$ cat config.mk
export PLATFORM = sky130hd
export DESIGN_NAME = yaml_scalar_resolver_flat
export DESIGN_NICKNAME = d
export VERILOG_FILES = /design/src/rtl/ysr_pkg.sv /design/src/rtl/ysr_if.sv /design/src/rtl/ysr_scan.sv /design/src/rtl/yaml_scalar_resolver.sv /design/src/flat_wrapper.sv
export SDC_FILE = /design/constraint.sdc
export NUM_CORES = 1
export LEC_CHECK = 0
export BUFFER_PORTS_ARGS = -buffer_cell sky130_fd_sc_hd__clkbuf_2
export CORE_MARGIN = 3
export CORE_UTILIZATION = 42
export DETAILED_ROUTE_END_ITERATION = 6
export GPL_ROUTABILITY_DRIVEN = 1
export PLACE_DENSITY = 0.64
export RECOVER_POWER = 25
export SLEW_MARGIN = 15
export SYNTH_ARGS = -nofsm -noshare
export SYNTH_HDL_FRONTEND = slang
export SYNTH_SLANG_ARGS = --single-unit
$ cat constraint.sdc
create_clock -name clk -period 10.54 [get_ports clk]
set_input_delay 1.054 -clock clk [delete_from_list [all_inputs] [get_ports clk]]
set_output_delay 1.054 -clock clk [all_outputs]
set_load 0.005 [all_outputs]
$ cat src/rtl/ysr_pkg.sv
// ----------------------------------------------------------------------------
// ysr_pkg
// Types, character constants and word tests shared by the scalar resolver.
// ----------------------------------------------------------------------------
package ysr_pkg;

    // Result classes.
    typedef enum logic [2:0] {
        KIND_NULL  = 3'd0,
        KIND_FALSE = 3'd1,
        KIND_TRUE  = 3'd2,
        KIND_INT   = 3'd3,
        KIND_OTHER = 3'd4,
        KIND_OVF   = 3'd5
    } kind_t;

    // Sign seen in the first character.
    typedef enum logic [1:0] {
        SIGN_NONE  = 2'd0,
        SIGN_PLUS  = 2'd1,
        SIGN_MINUS = 2'd2
    } sign_t;

    // Number base taken from the prefix.
    typedef enum logic [1:0] {
        RADIX_DEC = 2'd0,
        RADIX_HEX = 2'd1,
        RADIX_OCT = 2'd2,
        RADIX_BAD = 2'd3
    } radix_t;

    localparam int PREFIX_LEN = 5;
    localparam int MAG_W      = 64;
    localparam int MAG_EXT_W  = MAG_W + 4;
    localparam int COUNT_W    = 6;
    localparam int SIG_W      = 5;

    localparam logic [COUNT_W-1:0] COUNT_MAX = 6'd63;
    localparam logic [SIG_W-1:0]   SIG_MAX   = 5'd31;
    localparam logic [MAG_EXT_W-1:0] MAG_LIMIT_EXT = 68'h0_8000_0000_0000_0000;
    localparam logic [MAG_W-1:0]     MAG_LIMIT     = 64'h8000_0000_0000_0000;

    typedef logic [PREFIX_LEN-1:0][7:0] prefix_t;
    typedef logic [8*PREFIX_LEN-1:0]    word_t;

    // Words, left aligned and zero padded to five characters.
    localparam word_t W_TILDE   = {"~",     32'h0};
    localparam word_t W_NULL_L  = {"null",  8'h0};
    localparam word_t W_NULL_C  = {"Null",  8'h0};
    localparam word_t W_NULL_U  = {"NULL",  8'h0};
    localparam word_t W_TRUE_L  = {"true",  8'h0};
    localparam word_t W_TRUE_C  = {"True",  8'h0};
    localparam word_t W_TRUE_U  = {"TRUE",  8'h0};
    localparam word_t W_FALSE_L = "false";
    localparam word_t W_FALSE_C = "False";
    localparam word_t W_FALSE_U = "FALSE";
    localparam word_t W_Y_L     = {"y",     32'h0};
    localparam word_t W_Y_U     = {"Y",     32'h0};
    localparam word_t W_N_L     = {"n",     32'h0};
    localparam word_t W_N_U     = {"N",     32'h0};
    localparam word_t W_ON_L    = {"on",    24'h0};
    localparam word_t W_ON_C    = {"On",    24'h0};
    localparam word_t W_ON_U    = {"ON",    24'h0};
    localparam word_t W_NO_L    = {"no",    24'h0};
    localparam word_t W_NO_C    = {"No",    24'h0};
    localparam word_t W_NO_U    = {"NO",    24'h0};
    localparam word_t W_YES_L   = {"yes",   16'h0};
    localparam word_t W_YES_C   = {"Yes",   16'h0};
    localparam word_t W_YES_U   = {"YES",   16'h0};
    localparam word_t W_OFF_L   = {"off",   16'h0};
    localparam word_t W_OFF_C   = {"Off",   16'h0};
    localparam word_t W_OFF_U   = {"OFF",   16'h0};

    localparam logic [7:0] CH_PLUS  = "+";
    localparam logic [7:0] CH_MINUS = "-";
    localparam logic [7:0] CH_ZERO  = "0";
    localparam logic [7:0] CH_SEVEN = "7";
    localparam logic [7:0] CH_NINE  = "9";
    localparam logic [7:0] CH_X     = "x";
    localparam logic [7:0] CH_O     = "o";
    localparam logic [7:0] CH_LA    = "a";
    localparam logic [7:0] CH_LF    = "f";
    localparam logic [7:0] CH_UA    = "A";
    localparam logic [7:0] CH_UF    = "F";

    // One accepted character item.
    typedef struct packed {
        logic [7:0] ch;
        logic       last;
        logic       empty_req;
    } item_t;

    // Result of one item, from the scan logic to the output register.
    typedef struct packed {
        logic               emit;
        kind_t              kind;
        logic signed [63:0] value;
    } result_t;

    // Digit value of a character under the current base.
    typedef struct packed {
        logic       ok;
        logic [3:0] val;
    } digit_t;

    function automatic digit_t digit_of(input logic [7:0] c, input radix_t radix);
        digit_t d;
        logic [7:0] diff;
        d.ok  = 1'b0;
        d.val = 4'd0;
        diff  = 8'd0;
        if (c >= CH_ZERO && c <= CH_NINE) begin
            diff  = c - CH_ZERO;
            d.val = diff[3:0];
            d.ok  = !(radix == RADIX_OCT && c > CH_SEVEN);
        end else if (radix == RADIX_HEX && c >= CH_LA && c <= CH_LF) begin
            diff  = c - CH_LA + 8'd10;
            d.val = diff[3:0];
            d.ok  = 1'b1;
        end else if (radix == RADIX_HEX && c >= CH_UA && c <= CH_UF) begin
            diff  = c - CH_UA + 8'd10;
            d.val = diff[3:0];
            d.ok  = 1'b1;
        end
        return d;
    endfunction

    // True when the scalar is exactly the first n characters of w.
    function automatic logic word_eq(input prefix_t p, input logic [COUNT_W-1:0] cnt,
                                     input word_t w, input logic [COUNT_W-1:0] n);
        logic hit;
        hit = (cnt == n);
        for (int i = 0; i < PREFIX_LEN; i++) begin
            if (COUNT_W'(i) < n && p[i] != w[8*PREFIX_LEN-1-8*i -: 8]) begin
                hit = 1'b0;
            end
        end
        return hit;
    endfunction

    function automatic logic word3(input prefix_t p, input logic [COUNT_W-1:0] cnt,
                                   input word_t a, input word_t b, input word_t c,
                                   input logic [COUNT_W-1:0] n);
        return word_eq(p, cnt, a, n) || word_eq(p, cnt, b, n) || word_eq(p, cnt, c, n);
    endfunction

    // Boolean class of the scalar, or KIND_OTHER when no word matches.
    function automatic kind_t bool_kind(input prefix_t p, input logic [COUNT_W-1:0] cnt,
                                        input logic yaml11);
        kind_t k;
        k = KIND_OTHER;
        if (word3(p, cnt, W_TRUE_L, W_TRUE_C, W_TRUE_U, 6'd4)) begin
            k = KIND_TRUE;
        end else if (word3(p, cnt, W_FALSE_L, W_FALSE_C, W_FALSE_U, 6'd5)) begin
            k = KIND_FALSE;
        end else if (yaml11) begin
            if (word_eq(p, cnt, W_Y_L, 6'd1) || word_eq(p, cnt, W_Y_U, 6'd1)) begin
                k = KIND_TRUE;
            end else if (word_eq(p, cnt, W_N_L, 6'd1) || word_eq(p, cnt, W_N_U, 6'd1)) begin
                k = KIND_FALSE;
            end else if (word3(p, cnt, W_ON_L, W_ON_C, W_ON_U, 6'd2)) begin
                k = KIND_TRUE;
            end else if (word3(p, cnt, W_NO_L, W_NO_C, W_NO_U, 6'd2)) begin
                k = KIND_FALSE;
            end else if (word3(p, cnt, W_YES_L, W_YES_C, W_YES_U, 6'd3)) begin
                k = KIND_TRUE;
            end else if (word3(p, cnt, W_OFF_L, W_OFF_C, W_OFF_U, 6'd3)) begin
                k = KIND_FALSE;
            end
        end
        return k;
    endfunction

endpackage

$ cat src/rtl/ysr_if.sv
// ----------------------------------------------------------------------------
// ysr_if
// Valid/ready channels of the scalar resolver: characters in, results out,
// and the configuration write channel.
// ----------------------------------------------------------------------------
interface ysr_req_if;
    logic       valid;
    logic       ready;
    logic [7:0] ch;
    logic       last;
    logic       empty_req;

    modport source (output valid, output ch, output last, output empty_req, input ready);
    modport sink   (input valid, input ch, input last, input empty_req, output ready);
endinterface

interface ysr_rsp_if;
    logic               valid;
    logic               ready;
    logic [2:0]         kind;
    logic signed [63:0] value;

    modport source (output valid, output kind, output value, input ready);
    modport sink   (input valid, input kind, input value, output ready);
endinterface

interface ysr_cfg_if;
    logic valid;
    logic ready;
    logic bool_yaml11;

    modport source (output valid, output bool_yaml11, input ready);
    modport sink   (input valid, input bool_yaml11, output ready);
endinterface

$ cat src/rtl/ysr_scan.sv
// ----------------------------------------------------------------------------
// ysr_scan
// Per-scalar state and the single-pass update and classification of one
// registered character item.
// ----------------------------------------------------------------------------
module ysr_scan (
    input  logic             clk,
    input  logic             rst_n,
    input  logic             step,
    input  ysr_pkg::item_t   item,
    input  logic             yaml11,
    output ysr_pkg::result_t res
);
    import ysr_pkg::*;

    prefix_t            prefix_reg, prefix_next;
    logic [COUNT_W-1:0] count_reg, count_next;
    sign_t              sign_reg, sign_next;
    radix_t             radix_reg, radix_next;
    logic [SIG_W-1:0]   sig_reg, sig_next;
    logic [MAG_W-1:0]   mag_reg, mag_next;
    logic               ovf_reg, ovf_next;
    logic               shape_reg, shape_next;

    digit_t               dig;
    logic [MAG_EXT_W-1:0] mag_ext;
    logic [MAG_EXT_W-1:0] prod;
    logic [MAG_EXT_W-1:0] sum;
    logic [MAG_W-1:0]     cap;
    logic                 neg;
    kind_t                bkind;
    logic [7:0]           c;

    // Feed the character into the scalar state.
    always_comb
    begin
        c           = item.ch;
        prefix_next = prefix_reg;
        for (int i = 0; i < PREFIX_LEN; i++) begin
            if (count_reg == COUNT_W'(i)) begin
                prefix_next[i] = c;
            end
        end
        count_next = (count_reg == COUNT_MAX) ? count_reg : count_reg + 1'b1;
        sign_next  = sign_reg;
        radix_next = radix_reg;
        sig_next   = sig_reg;
        mag_next   = mag_reg;
        ovf_next   = ovf_reg;
        shape_next = shape_reg;

        dig     = digit_of(c, radix_reg);
        mag_ext = {4'd0, mag_reg};
        case (radix_reg)
            RADIX_HEX: prod = mag_ext << 4;
            RADIX_OCT: prod = mag_ext << 3;
            default:   prod = (mag_ext << 3) + (mag_ext << 1);
        endcase
        sum = prod + {{(MAG_EXT_W-4){1'b0}}, dig.val};

        if (shape_reg) begin
            if (count_reg == 6'd0 && (c == CH_PLUS || c == CH_MINUS)) begin
                sign_next = (c == CH_PLUS) ? SIGN_PLUS : SIGN_MINUS;
            end else if (count_reg == 6'd1 && sign_reg == SIGN_NONE
                         && radix_reg == RADIX_DEC && prefix_reg[0] == CH_ZERO
                         && (c == CH_X || c == CH_O)) begin
                radix_next = (c == CH_X) ? RADIX_HEX : RADIX_OCT;
                sig_next   = '0;
                mag_next   = '0;
            end else if (!dig.ok) begin
                shape_next = 1'b0;
            end else begin
                // The magnitude stops growing once it would pass two to the 63rd.
                if (!ovf_reg) begin
                    if (sum > MAG_LIMIT_EXT) begin
                        ovf_next = 1'b1;
                    end else begin
                        mag_next = sum[MAG_W-1:0];
                    end
                end
                if (sig_reg != SIG_MAX) begin
                    sig_next = sig_reg + 1'b1;
                end
            end
        end
    end

    // Classify the scalar as it stands after this character.
    always_comb
    begin
        bkind     = bool_kind(prefix_next, count_next, yaml11);
        neg       = (sign_next == SIGN_MINUS);
        cap       = neg ? MAG_LIMIT : MAG_LIMIT - 1'b1;
        res.emit  = item.last || item.empty_req;
        res.kind  = KIND_OTHER;
        res.value = '0;
        if (item.empty_req) begin
            res.kind = KIND_NULL;
        end else if (word_eq(prefix_next, count_next, W_TILDE, 6'd1)
                     || word3(prefix_next, count_next, W_NULL_L, W_NULL_C, W_NULL_U, 6'd4)) begin
            res.kind = KIND_NULL;
        end else if (bkind != KIND_OTHER) begin
            res.kind = bkind;
        end else if (shape_next && sig_next != '0) begin
            if (ovf_next || mag_next > cap) begin
                res.kind = KIND_OVF;
            end else begin
                res.kind  = KIND_INT;
                res.value = neg ? $signed(-mag_next) : $signed(mag_next);
            end
        end
    end

    // State registers; a finished scalar clears everything.
    always_ff @(posedge clk or negedge rst_n)
    begin
        if (!rst_n) begin
            prefix_reg <= '0;
            count_reg  <= '0;
            sign_reg   <= SIGN_NONE;
            radix_reg  <= RADIX_DEC;
            sig_reg    <= '0;
            mag_reg    <= '0;
            ovf_reg    <= 1'b0;
            shape_reg  <= 1'b1;
        end else if (step) begin
            if (res.emit) begin
                prefix_reg <= '0;
                count_reg  <= '0;
                sign_reg   <= SIGN_NONE;
                radix_reg  <= RADIX_DEC;
                sig_reg    <= '0;
                mag_reg    <= '0;
                ovf_reg    <= 1'b0;
                shape_reg  <= 1'b1;
            end else begin
                prefix_reg <= prefix_next;
                count_reg  <= count_next;
                sign_reg   <= sign_next;
                radix_reg  <= radix_next;
                sig_reg    <= sig_next;
                mag_reg    <= mag_next;
                ovf_reg    <= ovf_next;
                shape_reg  <= shape_next;
            end
        end
    end

endmodule

$ cat src/rtl/yaml_scalar_resolver.sv
// ----------------------------------------------------------------------------
// yaml_scalar_resolver
// Resolves plain untagged YAML scalars, one character per transfer, into
// null, boolean, integer, overflow or other, with the signed 64-bit value.
// ----------------------------------------------------------------------------
// Throughput: one character per cycle, sustained, with the output not stalled.
// A final character's result passes the input register and then the result register.
// The character update is one shift-add of the 64-bit magnitude and a compare.
// Reset clears the scalar state, both stage valids and selects YAML 1.2 words.
module yaml_scalar_resolver (
    input  logic      clk,
    input  logic      rst_n,
    ysr_req_if.sink   req,
    ysr_rsp_if.source rsp,
    ysr_cfg_if.sink   cfg
);
    import ysr_pkg::*;

    logic    yaml11_reg;
    logic    s1_valid_reg;
    item_t   s1_item_reg;
    logic    out_valid_reg;
    kind_t   out_kind_reg;
    logic signed [63:0] out_value_reg;

    result_t res;
    logic    s1_advance;
    logic    out_load;

    // The input stage moves on when its result has room or it has none.
    assign s1_advance = s1_valid_reg && (!res.emit || !out_valid_reg || rsp.ready);
    assign out_load   = s1_advance && res.emit;
    assign req.ready  = !s1_valid_reg || s1_advance;
    assign cfg.ready  = 1'b1;

    // Configuration register.
    always_ff @(posedge clk or negedge rst_n)
    begin
        if (!rst_n) begin
            yaml11_reg <= 1'b0;
        end else if (cfg.valid) begin
            yaml11_reg <= cfg.bool_yaml11;
        end
    end

    // Input register.
    always_ff @(posedge clk or negedge rst_n)
    begin
        if (!rst_n) begin
            s1_valid_reg <= 1'b0;
        end else if (req.ready) begin
            s1_valid_reg <= req.valid;
        end
    end

    always_ff @(posedge clk)
    begin
        if (req.valid && req.ready) begin
            s1_item_reg.ch        <= req.ch;
            s1_item_reg.last      <= req.last;
            s1_item_reg.empty_req <= req.empty_req;
        end
    end

    ysr_scan u_scan (
        .clk    (clk),
        .rst_n  (rst_n),
        .step   (s1_advance),
        .item   (s1_item_reg),
        .yaml11 (yaml11_reg),
        .res    (res)
    );

    // Result register.
    always_ff @(posedge clk or negedge rst_n)
    begin
        if (!rst_n) begin
            out_valid_reg <= 1'b0;
        end else if (out_load) begin
            out_valid_reg <= 1'b1;
        end else if (rsp.ready) begin
            out_valid_reg <= 1'b0;
        end
    end

    always_ff @(posedge clk)
    begin
        if (out_load) begin
            out_kind_reg  <= res.kind;
            out_value_reg <= res.value;
        end
    end

    assign rsp.valid = out_valid_reg;
    assign rsp.kind  = out_kind_reg;
    assign rsp.value = out_value_reg;

endmodule

$ cat src/flat_wrapper.sv
// flat-port wrapper written by rule: the top's interface ports become plain ports
module yaml_scalar_resolver_flat import ysr_pkg::*;
  (clk, rst_n, req_valid, req_ch, req_last, req_empty_req, req_ready, rsp_valid, rsp_kind, rsp_value, rsp_ready, cfg_valid, cfg_bool_yaml11, cfg_ready);
  ysr_req_if req_i ();
  ysr_rsp_if rsp_i ();
  ysr_cfg_if cfg_i ();
  input  logic clk;
  input  logic rst_n;
  input wire logic [$bits(req_i.valid)-1:0] req_valid;
  input wire logic [$bits(req_i.ch)-1:0] req_ch;
  input wire logic [$bits(req_i.last)-1:0] req_last;
  input wire logic [$bits(req_i.empty_req)-1:0] req_empty_req;
  output wire logic [$bits(req_i.ready)-1:0] req_ready;
  output wire logic [$bits(rsp_i.valid)-1:0] rsp_valid;
  output wire logic [$bits(rsp_i.kind)-1:0] rsp_kind;
  output wire logic [$bits(rsp_i.value)-1:0] rsp_value;
  input wire logic [$bits(rsp_i.ready)-1:0] rsp_ready;
  input wire logic [$bits(cfg_i.valid)-1:0] cfg_valid;
  input wire logic [$bits(cfg_i.bool_yaml11)-1:0] cfg_bool_yaml11;
  output wire logic [$bits(cfg_i.ready)-1:0] cfg_ready;
  assign req_i.valid = req_valid;
  assign req_i.ch = req_ch;
  assign req_i.last = req_last;
  assign req_i.empty_req = req_empty_req;
  assign req_ready = req_i.ready;
  assign rsp_valid = rsp_i.valid;
  assign rsp_kind = rsp_i.kind;
  assign rsp_value = rsp_i.value;
  assign rsp_i.ready = rsp_ready;
  assign cfg_i.valid = cfg_valid;
  assign cfg_i.bool_yaml11 = cfg_bool_yaml11;
  assign cfg_ready = cfg_i.ready;
  yaml_scalar_resolver u_core (.clk(clk), .rst_n(rst_n), .req(req_i), .rsp(rsp_i), .cfg(cfg_i));
endmodule
### Word-level counts from Yosys, hierarchy flattened

Cells that the tools add are included.

| word-level totals | value |
|---|---|
| bits in registers | 201 |

| operators by class | value |
|---|---|
| add/subtract/negate cells | 10 |
| bitwise operators | 1 |
| muxes and demuxes | 229 |
| magnitude comparators | 9 |
| reductions and logical operators | 53 |
| eq/ne operators | 62 |

Operators with widths:

| operator | number |
|---|---|
| 2-to-1 mux 64 bit | 10 |
| inequality test 8 x 7 -> 1 bit (second input constant) | 41 |
| 2-to-1 mux 1 bit | 180 |
| case mux 68 bit (2 select lines) | 1 |
| adder 67 x 65 -> 68 bit | 1 |
| adder 68 x 4 -> 68 bit | 1 |
| > comparator 68 x 64 -> 1 bit (second input constant) | 1 |
| 2-to-1 mux 67 bit | 1 |
| > comparator 64 bit | 1 |
| negation 64 bit | 1 |
| 2-to-1 mux 5 bit | 9 |
| 2-to-1 mux 40 bit | 1 |
| 2-to-1 mux 8 bit | 5 |
| 2-to-1 mux 3 bit | 11 |
| == test 6 x 2 -> 1 bit (second input constant) | 4 |
| == test 8 x 6 -> 1 bit (second input constant) | 3 |
| logical OR 1 bit | 24 |
| == test 6 x 3 -> 1 bit (second input constant) | 3 |
| 2-to-1 mux 2 bit | 9 |
| == test 8 x 7 -> 1 bit (second input constant) | 2 |
| greater-or-equal comparator 8 x 7 -> 1 bit (second input constant) | 2 |
| less-or-equal comparator 8 x 7 -> 1 bit (second input constant) | 2 |
| logical AND 1 bit | 15 |
| == test 6 x 1 -> 1 bit (second input constant) | 2 |
| other kinds (23) | 34 |

### Depth between registers and ports, before layout

Gate-level depths: netlist (run 1).

| logic depth | value |
|---|---|
| depth in word-level cells | 65 |
| mapped depth | 54 |
| mapped depth without buffers | 43 |

### Hierarchy

A second synthesis (run 1) with hierarchy kept.

| second synthesis, totals | value |
|---|---|
| cell total of the unflattened synthesis | 2966 |
| area total of the unflattened synthesis | 22263.9 um^2 |

Modules (own cells, without submodules):

| module | sequential area each (um^2) | times used | area each (um^2) | cells each |
|---|---|---|---|---|
| ysr_scan | 3029.2 | 1 | 19797.7 | 2875 |
| yaml_scalar_resolver | 2387.3 | 1 | 2466.1 | 91 |

### Worst setup path after synthesis (run 1)

No wires, ideal clock.

| timing path | value |
|---|---|
| path type | register -> register |
| from | register u_core.u_scan.radix_reg[0] |
| to | register u_core.out_value_reg[47] (netlist: u_core.rsp.value[47]), data pin |
| required time | 10.393 ns |
| library setup time | 0.147 ns |
| arrival time | 10.168 ns |
| clock period less this slack | 10.315 ns |
| setup slack | 0.225 ns |
| path buffers | 14 |
| cell stages (with the launch flop) | 52 |
| cell sequence | dfrtp_1 inv_1 ha_1 buf_2 buf_2 buf_2 buf_1 clkbuf_1 clkbuf_1 clkbuf_1 buf_1 o21ai_0 ha_1 nor2b_1 o211a_1 nand4_1 nor3_4 nand4_4 [16 not listed] o21a_1 o21ai_0 nand2b_1 a21oi_1 nor2b_1 o21ai_0 nand2b_1 a21oi_1 nor3_1 o21ai_0 o211ai_1 a211oi_1 o221ai_1 a21o_1 or3_1 buf_1 clkbuf_1 a21oi_1 |

| on the way | value |
|---|---|
| longest elaborated chain between the ends | 17 |
| elaborated cells between the ends (all ways) | 46 |
| classes of those cells | add/sub (2); order compare (2); eq/ne (2); mux (25); bitwise (1); reduce/logical (14) |

RTL lines:

| what | RTL line | RTL |
|---|---|---|
| start: declaration | ysr_scan.sv:19 | `radix_t radix_reg, radix_next;` |
| start signal: assignment | ysr_scan.sv:140 | `radix_reg <= radix_next;` |
| == test 2 x 1 -> 1 bit | ysr_pkg.sv:116, ysr_pkg.sv:120, ysr_scan.sv:54 |  |
| logical AND 1 bit (2 in a row) | ysr_pkg.sv:120 | `end else if (radix == RADIX_HEX && c >= CH_UA && c <= CH_UF) begin` |
| 2-to-1 mux 5 bit | ysr_pkg.sv:120 |  |
| 2-to-1 mux 5 bit | ysr_pkg.sv:116 | `end else if (radix == RADIX_HEX && c >= CH_LA && c <= CH_LF) begin` |
| 2-to-1 mux 5 bit | ysr_pkg.sv:112 | `if (c >= CH_ZERO && c <= CH_NINE) begin` |
| adder 68 x 4 -> 68 bit | ysr_scan.sv:59 | `sum = prod + {{(MAG_EXT_W-4){1'b0}}, dig.val};` |
| > comparator 68 x 64 -> 1 bit | ysr_scan.sv:75 | `if (sum > MAG_LIMIT_EXT) begin` |
| 2-to-1 mux 64 bit | ysr_scan.sv:75 |  |
| 2-to-1 mux 64 bit | ysr_scan.sv:74 | `if (!ovf_reg) begin` |
| 2-to-1 mux 64 bit | ysr_scan.sv:70 | `end else if (!dig.ok) begin` |
| 2-to-1 mux 64 bit | ysr_scan.sv:64 | `end else if (count_reg == 6'd1 && sign_reg == SIGN_NONE` |
| 2-to-1 mux 64 bit | ysr_scan.sv:62 | `if (count_reg == 6'd0 && (c == CH_PLUS \|\| c == CH_MINUS)) begin` |
| 2-to-1 mux 64 bit | ysr_scan.sv:61 | `if (shape_reg) begin` |
| > comparator 64 bit | ysr_scan.sv:105 | `if (ovf_next \|\| mag_next > cap) begin` |
| logical OR 1 bit | ysr_scan.sv:105 |  |
| OR reduction 5 bit (no line) | n/a |  |
| end signal: assignment | yaml_scalar_resolver.sv:90 | `out_value_reg <= res.value;` |
| end: declaration | yaml_scalar_resolver.sv:24 | `logic signed [63:0] out_value_reg;` |

Parallel ways exist; a longest one is shown, timed or not.
A chain may end at the register's enable or synchronous reset.

### Final worst setup path (run 1)

| timing path | value |
|---|---|
| from | register u_core.s1_item_reg[2] (netlist name) |
| to | register u_core.out_value_reg[51] (netlist: u_core.rsp.value[51]), data pin |

| on the way | value |
|---|---|
| longest elaborated chain between the ends | 26 |
| elaborated cells between the ends (all ways) | 304 |
| classes of those cells | add/sub (7); order compare (9); eq/ne (47); mux (208); bitwise (1); reduce/logical (32) |

RTL lines:

| what | RTL line | RTL |
|---|---|---|
| start: declaration | yaml_scalar_resolver.sv:21 | `item_t s1_item_reg;` |
| parallel branches: the longest is 26 deep, another holds adder 68 x 4 -> 68 bit | n/a |  |

Several ways; the timed one is not identified. The select of a mux whose other input is x is not followed.

==> impl_metrics.ini, run 1 <==
[place]
io_buffers = 84
gp_congestion = 1.05
dpl.hpwl_um = 71800
place_area_mm2 = 0.0242
preCtsSetupSlack_ns = 0.465

[cts]
worstSkewPairLatency_ns = 0.55
h-tree-depth = 1
cts_tree = built
clk_pin_slew_ns = 0.06
cts_buffer_depth = 3
root_buffer = clkbuf_16
cts.sinks = 201
numCtsBuffers = 23
cts_hold_buf = 0

[logic_synthesis]
syn_area_mm2 = 0.0226
synthAdderAreaFrac_pct = 8.08
synthFlopType = dfrtp_1
yosys-top-cells-area = dfrtp_1 (14%), edfxtp_1 (10%), ha_1 (7.9%), nor2_1 (5.1%), nand2_1 (4.8%)
synth_top_area_share_pct = 13.6
synth-edff-count = 77
synthArstFlopShare_pct = 61.7
synth_top_family_by_area = compound AO/OA/AOI/OAI gates
synth_compound_area_share_pct = 28.7
synthSimpleGateAreaFrac_pct = 27.6
synth_largest_area_cell = dfrtp_1
synth_area_per_cell_um2 = 7.67
ys_seq_area_share_pct = 23.9
synth_xor_area_share_pct = 5.34
muxShareOfSynthArea_pct = 1.45
synth_warnings = 0
syn_inst = 2953
syn-num-nets = 3114
synth_seq_cells = 201
yosysUniqueCellTypes = 118

[routing]
first_iter_violations = 2357
routed-wl-met3_um = 5220
met2_length_um = 44900
postRouteAntennaNets = 0
finalWirelength_um = 92100
top_layer_used = met4
vias = 24603
drc = 21
drt-met1-wl_um = 35400
post_drt_via_cell_ratio = 6.63
dr.pass1.iters = 7
wl_per_cell_um = 24.8

[min_path]
hold_end = u_core.u_scan.prefix_reg[13]
holdCritPathClass = flop to flop
hold_depth = 2
holdCritStartpoint = u_core.u_scan.prefix_reg[13]

[timing]
setup_viol = 0
finalCritPeriodShare_pct = 95.9
finClkSkew_ns = 0.0158
finalHoldViolations = 0
rsz0062_at_grt = no
slew_headroom_pct = -89.2
min_period_ns = 10.11
drv_slew = 47
fmaxAchievable_mhz = 98.9
setup_ws_ns = 0.428
worst_slew_pin_slew_ns = 2.84
tns_ns = 0

[worst_setup_path]
crit_buf_inv = 8
critPathMaxFanout = 43
reg2reg_slack_ns = 0.43
worstPathArrival_ns = 10.50
cp-start-kind = flop
r2r-end = u_core.rsp.value[51]
crit_required_ns = 10.93
cpPeakStageDelay_ns = 0.47
cp_slowest_cell = a22oi_1
crit_type = flop to flop
cpMostUsedCell = buf_4
crit_family = simple AND/OR/NAND/NOR gates
endpoint_kind = flop
timing.rr.start = u_core.s1_item_reg[2]
reg2reg_depth = 45

[cells_and_area]
mostFrequentLayoutCells = nor2_1 (302), nand2_1 (290), o21ai_0 (208)
nets = 3169
fin_area_mm2 = 0.0250
final_layout_size_suffix_gt1_share_pct = 10.5
syn2layout_area_growth_pct = 10.2
diodes = 0
layout_commonest_cell = nor2_1

[global_route]
antenna_found_initial = 0
grt_max_degree = 80
grt_pass1_wl_um = 139000
grt_use_total_pct = 31.1
grt_pass1_vias = 23490
gr-total-overflow = 0

[die]
die_h_um = 238
io_pins = 86
core_mm2 = 0.0530
start_util_pct = 42.8
die_w_um = 238
dieArea_mm2 = 0.0567
rows = 84

[status]
violations = DRC, capacitance limit, slew limit
status = complete, but fails checks

[power_and_ir_drop]
finalPower_mw = 1.92
p_leak_nw = 10.1
power_density_mw_per_mm2 = 76.9
ir_drop_mv = 0.134

[run]
max-cap-violations = 1
report_power, final:
group | total, mW | switching, mW | leakage (nW) | internal, mW
combinational | 0.243 | 0.175 | 7.32 | 0.0677
sequential | 0.868 | 0.0199 | 2.48 | 0.848
clock | 0.808 | 0.355 | 0.340 | 0.453
total | 1.92 | 0.551 | 10.1 | 1.37
cells in the mapped netlist (9+ instances only):
cell,instances
o21ai_0,210
o21a_1,16
o22ai_1,24
mux2i_1,25
nand4_1,100
or3_1,34
a41oi_1,9
and4_1,16
dfrtp_1,123
edfxtp_1,77
a211oi_1,20
a31o_2,10
or2_2,13
o21ai_1,12
buf_2,51
a22o_1,80
a22oi_1,72
or4_1,9
inv_1,100
o211a_1,10
nand3_1,87
o31ai_1,30
ha_1,143
a221oi_1,13
a31oi_1,39
nand2_1,291
nor3b_1,17
nor2b_1,42
nor4_1,36
nor3_1,100
a221o_1,19
xnor2_1,109
and2_1,19
o211ai_1,23
a311oi_1,9
clkbuf_1,104
a21oi_1,200
nand4b_1,9
a21o_1,34
nand3b_1,11
buf_1,21
nor2_1,305
and3_1,28
nand2b_1,31
xor2_1,29
worst max path at each step:
| stage | startpoint | end | slack [ns] | cells after the start |
|---|---|---|---|---|
| after floorplan | u_core.u_scan.radix_reg[0] | u_core.rsp.value[47] | 0.23 | 51 |
| after global placement | u_core.u_scan.mag_reg[6] | u_core.rsp.value[47] | 0.78 | 36 |
| after detailed placement | u_core.s1_item_reg[3] | u_core.rsp.value[51] | 0.46 | 44 |
| after CTS | u_core.s1_item_reg[3] | u_core.rsp.value[51] | 0.40 | 44 |
| after global routing | u_core.s1_item_reg[2] | u_core.rsp.value[56] | 0.003 | 42 |
| final | u_core.s1_item_reg[2] | u_core.rsp.value[51] | 0.43 | 45 |
cell families after synthesis:
family | count (synthesis)
AND/OR/NAND/NOR | 1206
AO/OA/AOI/OAI | 952
buffers and inverters | 278
flip-flops | 201
adder cells (fa/ha/maj) | 145
XOR/XNOR | 138
multiplexers | 32
other | 1
cell type report:
cell class	count	area (um^2)
Clock buffer	29	598
Clock inverter	13	125
Fill cell	5222	28000
Inverter	101	379
Multi-Input combinational cell	2474	16200
Sequential cell	201	5420
Tap cell	688	861
Timing Repair Buffer	207	1350
worst register-to-register path, delay by kind of cell, from the launching register on:
| family | cells | cell delay [ns] |
|---|---|---|
| AND/OR/NAND/NOR | 18 | 3.85 |
| flip-flops | 1 | 0.36 |
| AO/OA/AOI/OAI | 16 | 3.18 |
| buffers and inverters | 8 | 1.50 |
| adder cells (fa/ha/maj) | 3 | 1.05 |
per-layer routing:
layer  track usage (%)  vias to the layer above
li1                  -                    11313
met1              36.2                    11855
met2              54.9                     1120
met3              3.51                      315
met4              19.0                        0
met5            0.0842                        -
timing repair:
action                     4_1_cts  5_1_grt
hold endpoints to repair         0        0
buffers inserted                 0        6
setup endpoints to repair        0       65
resized for setup                0       12
per-stage QoR:
step / hold slack, ns / cells / util [%]
after floorplan: 0.450 / 2953 / -
after global placement: 0.471 / 3665 / 45.6
after global routing: 0.512 / 3713 / 47.1
final: 0.498 / 3713 / 47.1
after detailed placement: 0.482 / 3665 / 45.6
after CTS: 0.404 / 3707 / 47.0
Note: power is estimated with default switching activity, not from simulation.
==> inputs of run 2 (changes only) <==
--- a/config.mk
+++ b/config.mk
@@ -10,7 +10,6 @@
 export CORE_UTILIZATION = 42
 export DETAILED_ROUTE_END_ITERATION = 6
 export GPL_ROUTABILITY_DRIVEN = 1
-export PLACE_DENSITY = 0.64
 export RECOVER_POWER = 25
 export SLEW_MARGIN = 15
 export SYNTH_ARGS = -nofsm -noshare
==> run 2 against run 1 <==
Final area rose by 0.32%. Maximum frequency up 1.6%. Critical endpoint is now u_core.rsp.value[59]. Total power grew 3.5%. Worst hold slack got worse by 0.0038 ns. Final cell count about the same. Wire length down 0.62%. Register-to-register slack better by 0.16 ns. First-iteration DRC count grew 21%. Flip-flop and latch count did not move. Global-route usage rose by 0.13 points. Combinational power fell by 8%. The flow finishes with violations (capacitance limit, slew limit).
==> impl_metrics.ini, run 2 (same netlist as run 1, synthesis figures left out) <==
[die]
core_mm2 = 0.0530
start_util_pct = 42.8
io_pins = 86
rows = 84
die_w_um = 238
dieArea_mm2 = 0.0567
die_h_um = 238

[global_route]
grt_pass1_vias = 23442
gr-usage-met2_pct = 52.6
grt_use_total_pct = 31.2
grt_use_met1_pct = 39.3
grt_use_met3_pct = 3.72
gr-total-overflow = 0
antenna_found_initial = 1
grt_pass1_wl_um = 139000
grt_max_degree = 77
busiest_layer = met2

[power_and_ir_drop]
intPower_mw = 1.44
swShare_pct = 27.7
p_clk_share_pct = 44.9
p_switching_mw = 0.549
power_density_mw_per_mm2 = 79.3
finalPower_mw = 1.99
p_leak_nw = 10.2
seq_power_share_pct = 43.8
pwr-share-comb_pct = 11.3
ir_drop_mv = 0.112

[worst_setup_path]
endpoint_kind = flop
cpPeakStageDelay_ns = 0.80
critPathMaxFanout = 50
crit_type = flop to flop
cp_slowest_cell = a211oi_1
cp-start-kind = flop
reg2reg_depth = 38
cpMostUsedCell = o21ai_0
worstPathArrival_ns = 10.35
crit_required_ns = 10.93

[timing]
slew_headroom_pct = -128
finClkSkew_ns = 0.0161
finalCritPeriodShare_pct = 94.4
fmaxAchievable_mhz = 100
setup_viol = 0
drv_slew = 59
finalHoldViolations = 0
min_period_ns = 9.95
worst_slew_pin_slew_ns = 3.42

[cts]
worstSkewPairLatency_ns = 0.55
clk_pin_slew_ns = 0.06
root_buffer = clkbuf_16
cts_tree = built
cts.sinks = 201
h-tree-depth = 1
numCtsBuffers = 25
cts_buffer_depth = 3

[cells_and_area]
nets = 3165
fillers = 5350
mostFrequentLayoutCells = nor2_1 (302), nand2_1 (290), o21ai_0 (210)
fin_area_mm2 = 0.0250
multiInputGateArea_mm2 = 0.0162
layout_commonest_cell = nor2_1
final_layout_size_suffix_gt1_share_pct = 10.7
seqCellArea_mm2 = 0.00542
syn2layout_area_growth_pct = 10.5

[routing]
drc = 0
finalWirelength_um = 91500
wl_per_cell_um = 24.7
dr.pass1.iters = 6
first_iter_violations = 2850
post_drt_via_cell_ratio = 6.62
postRouteAntennaNets = 0
vias = 24565

[min_path]
hold_depth = 1
holdCritPathClass = flop to flop

[place]
gp_congestion = 1.03
dpl.hpwl_um = 71800
place_area_mm2 = 0.0242
io_buffers = 84

[status]
status = complete, but fails checks
violations = capacitance limit, slew limit

[run]
max-cap-violations = 1
## run 2: changes by cell type in the layout (fill, tap and decap cells not counted), moves of 3 or more
cell,change
clkbuf_1,-10
buf_4,-7
clkbuf_2,+4
clkinv_2,+4
clkbuf_16,+3
## run 2: metal layers
layer | part of all wire (%) | routed length, um
met5 | 0.013 | 12
met4 | 6.7 | 6090
met3 | 6.3 | 5760
met2 | 47 | 42800
met1 | 40 | 36900
## run 2: per-stage QoR
stage | util [%] | hold WS [ns] | worst slack (ns) | instances | TNS [ns]
after floorplan | - | 0.450 | 0.225 | 2953 | 0
after detailed placement | 45.6 | 0.473 | 0.523 | 3664 | 0
after global routing | 47.3 | 0.503 | -0.00871 | 3711 | -0.00871
after global placement | 45.6 | 0.476 | 0.732 | 3664 | 0
after CTS | 47.3 | 0.342 | 0.485 | 3710 | 0
final | 47.3 | 0.494 | 0.586 | 3712 | 0
## run 2: power groups by stage
stage | registers [mW] | clock network (mW) | logic (mW)
5_1_grt | 0.872 | 0.944 | 0.244
3_3_place_gp | 0.883 | 0 | 0.221
4_1_cts | 0.869 | 0.909 | 0.224
3_5_place_dp | 0.884 | 0 | 0.223
6_report | 0.869 | 0.892 | 0.224
2_1_floorplan | 0.881 | 0 | 0.127
## run 2: critical path, delay by kind of cell, from the launching register on
| kind | cells | cell delay, ns |
|---|---|---|
| compound gates | 20 | 5.30 |
| xor+xnor | 1 | 0.14 |
| fa+ha+maj | 2 | 0.77 |
| buf+inv | 4 | 0.71 |
| flops | 1 | 0.51 |
| simple gates | 11 | 2.30 |
## run 2: layout make-up
| type | count | area share [%] |
|---|---|---|
| Multi-Input combinational cell | 2474 | 64.7 |
| Sequential cell | 201 | 21.6 |
| Timing Repair Buffer | 201 | 5.23 |
| Tap cell | 688 | 3.44 |
| Clock buffer | 28 | 2.63 |
| Inverter | 101 | 1.51 |
| Clock inverter | 18 | 0.795 |
| Antenna cell | 1 | 0.0100 |
## run 2: timing repair
action | in CTS | in global routing
endpoints found under the setup margin | 0 | 64
resized for setup | 0 | 6
setup buffers | 0 | 1
hold buffers | 0 | 0
## run 2: worst paths after layout
| path | endpoint | start | slack (ns) |
|---|---|---|---|
| min in group asynchronous | u_core.u_scan.mag_reg[51] | rst_n | 0.55 |
| setup / recovery | u_core.rsp.value[59] | u_core.u_scan.mag_reg[21] | 0.59 |
| setup reg to reg | u_core.rsp.value[59] | u_core.u_scan.mag_reg[21] | 0.59 |
| hold / removal | u_core.u_scan.prefix_reg[34] | u_core.u_scan.prefix_reg[34] | 0.49 |
| hold reg to reg | u_core.u_scan.prefix_reg[34] | u_core.u_scan.prefix_reg[34] | 0.49 |
| max in group asynchronous | u_core.u_scan.mag_reg[6] | rst_n | 5.96 |
